**config.mk**
```make
export PLATFORM = sky130hd
export DESIGN_NAME = echo_melody_sample_synth_core
export DESIGN_NICKNAME = d
export VERILOG_FILES = /design/src/rtl/core/ems_pkg.sv /design/src/rtl/core/ems_tap.sv /design/src/rtl/core/echo_melody_sample_synth_core.sv
export SDC_FILE = /design/constraint.sdc
export NUM_CORES = 1
export LEC_CHECK = 0
export ABC_CLOCK_PERIOD_IN_PS = 15800
export BUFFER_PORTS_ARGS = -buffer_cell sky130_fd_sc_hd__buf_2
export CORE_MARGIN = 4
export CORE_UTILIZATION = 37
export CTS_CLUSTER_SIZE = 30
export DETAILED_ROUTE_END_ITERATION = 7
export MAX_ROUTING_LAYER = met4
export SYNTH_ARGS = -nofsm -noshare
export SYNTH_HDL_FRONTEND = slang
export SYNTH_SLANG_ARGS = --single-unit
```
**constraint.sdc**
```tcl
create_clock -name aclk -period 15.8 [get_ports aclk]
set_input_delay 0.79 -clock aclk [delete_from_list [all_inputs] [get_ports aclk]]
set_output_delay 0.79 -clock aclk [all_outputs]
set_load 0.01 [all_outputs]
```
**src/rtl/core/ems_pkg.sv**
```systemverilog
// Shared types and constants for the echo melody sample synthesizer.
// Holds the melody frequency table and the tap spacing. No dependencies.
package ems_pkg;

    localparam int unsigned TIdxW   = 16;
    localparam int unsigned SampW   = 8;
    localparam int unsigned NTaps   = 4;
    localparam logic [7:0]  RScale  = 8'd213;
    localparam logic [16:0] TapSpacing = 17'd12288;
    localparam logic [7:0]  SignFlip = 8'h80;
    localparam logic [8:0]  SumMax  = 9'd240;

    typedef logic [TIdxW-1:0] tidx_t;
    typedef logic [SampW-1:0] samp_t;
    typedef logic [7:0]       freq_t;

    // Melody string decoded through the frequency table, one entry per note slot.
    function automatic freq_t note_freq(input logic [4:0] idx);
        freq_t f;
        unique case (idx)
            5'd0:  f = 8'd81;   5'd1:  f = 8'd81;   5'd2:  f = 8'd96;   5'd3:  f = 8'd81;
            5'd4:  f = 8'd108;  5'd5:  f = 8'd81;   5'd6:  f = 8'd121;  5'd7:  f = 8'd108;
            5'd8:  f = 8'd96;   5'd9:  f = 8'd96;   5'd10: f = 8'd121;  5'd11: f = 8'd96;
            5'd12: f = 8'd144;  5'd13: f = 8'd96;   5'd14: f = 8'd121;  5'd15: f = 8'd96;
            5'd16: f = 8'd72;   5'd17: f = 8'd72;   5'd18: f = 8'd90;   5'd19: f = 8'd72;
            5'd20: f = 8'd96;   5'd21: f = 8'd72;   5'd22: f = 8'd108;  5'd23: f = 8'd96;
            5'd24: f = 8'd64;   5'd25: f = 8'd64;   5'd26: f = 8'd81;   5'd27: f = 8'd64;
            5'd28: f = 8'd96;   5'd29: f = 8'd64;   5'd30: f = 8'd96;   5'd31: f = 8'd90;
            default: f = 8'd0;
        endcase
        return f;
    endfunction

endpackage

```
**src/rtl/core/ems_tap.sv**
```systemverilog
// One voice tap of the echo synthesizer: position, note lookup, sawtooth,
// gate and envelope over three register stages. Uses ems_pkg.
module ems_tap #(
    parameter int unsigned TAP_IDX = 0
) (
    input  logic          aclk,
    input  logic          en,
    input  ems_pkg::tidx_t t_in,
    input  ems_pkg::tidx_t r_in,
    output ems_pkg::samp_t tap_out
);

    localparam logic [16:0] Back = 17'(TAP_IDX) * ems_pkg::TapSpacing;

    // stage A: position and note frequency
    logic [16:0]    diff;
    logic           neg_a_reg, neg_a_next;
    logic [15:0]    pos_a_reg, pos_a_next;
    ems_pkg::tidx_t t_a_reg;
    ems_pkg::freq_t freq_a_reg, freq_a_next;

    assign diff       = {1'b0, r_in} - Back;
    assign neg_a_next = diff[16];
    assign pos_a_next = diff[15:0];
    assign freq_a_next = ems_pkg::note_freq({2'b00, pos_a_next[15:13]});

    // stage B: sawtooth, sub-position and envelope
    logic [23:0] saw_prod;
    logic [6:0]  saw_b_reg, saw_b_next;
    logic [6:0]  sub_b_reg;
    logic [13:0] env_full;
    logic [7:0]  env_b_reg, env_b_next;
    logic        neg_b_reg;

    assign saw_prod   = 24'(t_a_reg) * 24'(freq_a_reg);
    assign saw_b_next = saw_prod[13:7];
    assign env_full   = 14'd8192 - {1'b0, pos_a_reg[12:0]};
    assign env_b_next = env_full[13:6];

    // stage C: gate
    logic [7:0]     gate_sum;
    ems_pkg::samp_t tap_c_reg, tap_c_next;

    assign gate_sum   = {1'b0, saw_b_reg} + {1'b0, sub_b_reg};
    assign tap_c_next = (neg_b_reg || !gate_sum[7]) ? '0 : env_b_reg;

    always_ff @(posedge aclk) begin
        if (en) begin
            neg_a_reg  <= neg_a_next;
            pos_a_reg  <= pos_a_next;
            t_a_reg    <= t_in;
            freq_a_reg <= freq_a_next;
            saw_b_reg  <= saw_b_next;
            sub_b_reg  <= pos_a_reg[12:6];
            env_b_reg  <= env_b_next;
            neg_b_reg  <= neg_a_reg;
            tap_c_reg  <= tap_c_next;
        end
    end

    assign tap_out = tap_c_reg;

endmodule

```
**src/rtl/core/echo_melody_sample_synth_core.sv**
```systemverilog
// Top level of the echo melody sample synthesizer: scaling stage, four
// tap pipelines, weighted sum and output register. Uses ems_pkg, ems_tap.
//
// Usage: each item on the s_ channel is a 16-bit sample index t; each item
// on the m_ channel is the matching 8-bit offset-binary sample, in order.
// Exactly one result per input item, no configuration.
// Registered stages from acceptance to m_tvalid: scale, position/note,
// sawtooth/envelope, gate, sum. Throughput: one item per cycle unless the
// receiver stalls; the longest path is one 16x8 multiply (scale, sawtooth).
// The whole pipeline moves on one enable; it advances whenever the output
// register is empty or being taken, so s_tready stays high while a result
// is waiting as long as m_tready is high or the output slot is free.
// When the receiver stalls with a result held, every stage freezes and
// s_tready drops; nothing is lost or repeated.
// Reset (aresetn low, synchronous) clears all valid bits; m_tvalid is low
// in the cycle after reset.
module echo_melody_sample_synth_core (
    input  logic        aclk,
    input  logic        aresetn,
    input  logic        s_tvalid,
    output logic        s_tready,
    input  logic [15:0] s_tdata,   // [15:0] sample_index
    output logic        m_tvalid,
    input  logic        m_tready,
    output logic [7:0]  m_tdata    // [7:0] sample_value
);

    logic en;
    assign en       = !m_tvalid || m_tready;
    assign s_tready = en;

    // valid bits: stage 1 (scale), 2..4 (taps), output
    logic [3:0] vld_reg, vld_next;
    logic       out_vld_reg;

    assign vld_next = {vld_reg[2:0], s_tvalid};

    always_ff @(posedge aclk) begin
        if (!aresetn) begin
            vld_reg     <= '0;
            out_vld_reg <= 1'b0;
        end else if (en) begin
            vld_reg     <= vld_next;
            out_vld_reg <= vld_reg[3];
        end
    end

    // stage 1: song position r = (t * 213) >> 8
    logic [23:0]     r_prod;
    ems_pkg::tidx_t  t1_reg;
    ems_pkg::tidx_t  r1_reg, r1_next;

    assign r_prod  = 24'(s_tdata) * 24'(ems_pkg::RScale);
    assign r1_next = r_prod[23:8];

    always_ff @(posedge aclk) begin
        if (en) begin
            t1_reg <= s_tdata;
            r1_reg <= r1_next;
        end
    end

    ems_pkg::samp_t tap_val [ems_pkg::NTaps];

    for (genvar gi = 0; gi < ems_pkg::NTaps; gi++) begin : g_tap
        ems_tap #(.TAP_IDX(gi)) u_tap (
            .aclk    (aclk),
            .en      (en),
            .t_in    (t1_reg),
            .r_in    (r1_reg),
            .tap_out (tap_val[gi])
        );
    end

    // weighted sum, at most 240, then flip the top bit
    logic [8:0]     sum;
    ems_pkg::samp_t out_reg, out_next;

    assign sum = {1'b0, tap_val[0]}
               + {2'b00, tap_val[1][7:1]}
               + {3'b000, tap_val[2][7:2]}
               + {4'b0000, tap_val[3][7:3]};
    assign out_next = sum[7:0] ^ ems_pkg::SignFlip;

    always_ff @(posedge aclk) begin
        if (en) begin
            out_reg <= out_next;
        end
    end

    assign m_tvalid = out_vld_reg;
    assign m_tdata  = out_reg;

    // the tap sum never exceeds its bound
    assert property (@(posedge aclk) disable iff (!aresetn)
        vld_reg[3] |-> (sum <= ems_pkg::SumMax))
        else $error("tap sum out of range");

    // an item in the last tap stage reaches the output when the pipe moves
    assert property (@(posedge aclk) disable iff (!aresetn)
        (vld_reg[3] && en) |=> m_tvalid)
        else $error("item dropped before output");

    // a frozen pipe keeps its valid bits
    assert property (@(posedge aclk) disable iff (!aresetn)
        !en |=> $stable(vld_reg))
        else $error("pipeline moved while stalled");

    // reset empties the output
    assert property (@(posedge aclk)
        !aresetn |=> !m_tvalid)
        else $error("output valid after reset");

endmodule
```
==> impl_metrics.env <==
export IMPL_status="complete, no violations"
export IMPL_arrival_ns=5.37
export IMPL_synth_area_leader_cell="edfxtp_1"
export IMPL_synth_top_family_by_area="adder cells"
export IMPL_cts_buffers=17
export IMPL_ys_seq_area_share_pct=30.7
export IMPL_antenna_found_initial=0
export IMPL_wl_per_cell_um=15.1
export IMPL_port_buffers=29
export IMPL_first_global_vias=10200
export IMPL_pin_count=30
export IMPL_cap_violations=0
export IMPL_synth_edf_count=160
export IMPL_synth_compound_area_share_pct=5.37
export IMPL_via_per_inst=4.72
export IMPL_totalWireLength_mm=31.0
export IMPL_synthAdderAreaFrac_pct=40.4
export IMPL_path_class="reg2reg"
export IMPL_critPathMaxStageDelay_ns=0.73
export IMPL_netlist_area_um2=16000
export IMPL_drcViolationCount=0
export IMPL_crit_fanout=20
export IMPL_worstSetupEndpointType="register"
export IMPL_grt_max_degree=84
export IMPL_rsz0062_at_grt="false"
export IMPL_drive_gt1_share_pct=5.02
export IMPL_synthMuxAreaShare_pct=0.376
export IMPL_crit_path_start_kind="register"
export IMPL_ys_types=51
export IMPL_synth_seq_cells=165
export IMPL_period_minus_slack_ns=5.20
export IMPL_drv_slew=0
export IMPL_synth_top_area_share_pct=30.1
export IMPL_clk_latency_ns=0.44
export IMPL_yosys_area_share_simple_pct=9.98
export IMPL_setup_viol=0
export IMPL_syn_inst=1437
export IMPL_synth_area_leaders="edfxtp_1 (30%), fa_1 (21%), ha_1 (20%)"
export IMPL_rows=75
export IMPL_tightestPinTransition_ns=1.08
export IMPL_hp_class="reg2reg"
export IMPL_cts_repair_resized=0
export IMPL_cts_setup_buffers=0
export IMPL_drt_pre_antenna_iters=4
export IMPL_drt_initial_drc_count=403
export IMPL_max_slew_margin_rel_pct=28.3
export IMPL_setup_tns_ns=0
export IMPL_max_clock_path_buffers=2
export IMPL_synth_avg_cell_area_um2=11.1
export IMPL_yosys_warnings=0
export IMPL_dieArea_um2=46500
export IMPL_hold_violations=0
export IMPL_cp_slowest_cell="edfxtp_1"
export IMPL_start_util_pct=37.7
export IMPL_cts_hold_fix_buffers=0
export IMPL_clock_sinks=165
export IMPL_via_count=9687
export IMPL_ctsRootBufferMaster="clkbuf_16"
export IMPL_async_reset_ff_share_pct=0
export IMPL_clkTransAtPathRegs_ns=0.07
export IMPL_synthFlopType="edfxtp_1"
export IMPL_grt_remaining_overflow=0
export IMPL_place_gp_congestion=0.821
export IMPL_cp_cell_sequence="and2_1 > fa_1 > inv_1 > fa_1 > inv_1 > fa_1 > inv_1 > fa_1 > inv_1 > ha_1 > o21ai_0 > nor2_1 > or3_1 > a31o_2 > a31o_1 > xnor2_1"
export IMPL_crit_required_ns=15.97
export IMPL_fin_crit_sh_pct=32.9
export IMPL_largest_reg_flops=28
export IMPL_fin_nets=1898
export IMPL_crit_buf_inv=4
export IMPL_dp_hpwl_mm=24.7
export IMPL_crit_family="adder cells"
export IMPL_die_h_um=216
export IMPL_htreeDepth=4
export IMPL_coreArea_um2=42300
export IMPL_skew_ns=0.0136
export IMPL_synthXorXnorAreaFrac_pct=5.49
export IMPL_grt_first_pass_wirelength_mm=52.1
export IMPL_cts_tree="built"
export IMPL_grtUsageTotal_pct=14.3
export IMPL_syn2layout_area_growth_pct=8.64
export IMPL_diodes=0
export IMPL_antenna_left=0
export IMPL_fmax_ghz=0.192
export IMPL_syn_nets=1873
export IMPL_die_w_um=216
synthesized netlist by cell type (4+ instances only):
library cell and n:
o21bai_1 8, xnor2_1 71, nor3_1 12, fa_1 166, a211oi_1 25, nand2b_1 4, a21oi_1 31, and3_1 6
a21o_1 19, mux2i_1 6, and2_1 120, nand2_1 84, or3_1 4, xor2_1 29, inv_1 293, nand3_1 12
ha_1 250, clkbuf_1 27, nand4_1 4, o21ai_0 15, edfxtp_1 160, dfxtp_1 5, nor2b_1 9, a31o_2 5
nor2_1 35
kinds of logic (layout without fill, tap and decap cells):
kind of cell	count (synthesis)	count (layout)
flip-flops	165	165
buffers and inverters	321	358
AO/OA/AOI/OAI	127	127
AND/OR/NAND/NOR	302	302
adder cells (fa/ha/maj)	416	416
multiplexers	6	6
XOR/XNOR	100	100
cells in the final DEF (no fill, tap or decap), drive strengths merged, types with 3 or more instances in the layout:
| cell type | Yosys | layout |
|---|---|---|
| a31oi | 3 | 3 |
| clkinv | 0 | 7 |
| inv | 293 | 297 |
| ha | 250 | 250 |
| nor2 | 35 | 35 |
| fa | 166 | 166 |
| and2 | 120 | 120 |
| nand2b | 4 | 4 |
| nand2 | 84 | 84 |
| o21ai | 17 | 17 |
| o21bai | 8 | 8 |
| buf | 1 | 34 |
| a31o | 6 | 6 |
| a21o | 19 | 19 |
| xor2 | 29 | 29 |
| xnor2 | 71 | 71 |
| and3 | 6 | 6 |
| o21a | 3 | 3 |
| nor2b | 9 | 9 |
| mux2i | 6 | 6 |
| nand4 | 4 | 4 |
| nor3 | 13 | 13 |
| a211oi | 25 | 25 |
| or3 | 4 | 4 |
| dfxtp | 5 | 5 |
| a21oi | 31 | 31 |
| edfxtp | 160 | 160 |
| nor4 | 4 | 4 |
| clkbuf | 27 | 17 |
| nand3 | 12 | 12 |
| nand3b | 3 | 3 |
through the flow:
step	hold WS [ns]	util (%)	instances	setup slack (ns)	cell area [µm²]
floorplan	0.400	-	1437	9.49	16000
finish	0.403	40.9	2051	10.60	17300
global placement	0.400	39.6	2020	10.71	16800
detailed placement	0.405	39.6	2020	10.58	16800
global route	0.417	40.9	2051	10.33	17300
CTS	0.407	40.9	2051	10.58	17300
path summary, 6_finish.rpt:
path	startpoint	slack [ns]	end	cells after the start
worst max-delay path	g_tap[1].u_tap.t_a_reg[4]	10.60	g_tap[2].u_tap.saw_b_reg[6]	16
worst min-delay path	r1_reg[8]	0.40	g_tap[0].u_tap.pos_a_reg[8]	0
worst max register to register	g_tap[1].u_tap.t_a_reg[4]	10.60	g_tap[2].u_tap.saw_b_reg[6]	16
worst min register to register	r1_reg[8]	0.40	g_tap[0].u_tap.pos_a_reg[8]	0
layer usage:
metal | global-route usage, % | up-vias | part of all wire, % | wire (µm)
li1 | - | 4734 | - | -
met1 | 18.3 | 4779 | 46 | 14100
met2 | 23.9 | 137 | 49 | 15300
met3 | 2.14 | 37 | 2.9 | 899
met4 | 3.61 | 0 | 2.0 | 627
met5 | - | - | 0 | 0
cell type report:
class / count / area (µm²)
Inverter: 293 / 1100
Tap cell: 577 / 722
Clock buffer: 17 / 425
Multi-Input combinational cell: 951 / 9840
Sequential cell: 165 / 4900
Clock inverter: 14 / 153
Timing Repair Buffer: 34 / 183
Fill cell: 4054 / 25000
Power is not shown: default switching activity piles up to over one toggle a cycle in this logic, so the estimate is an artifact.
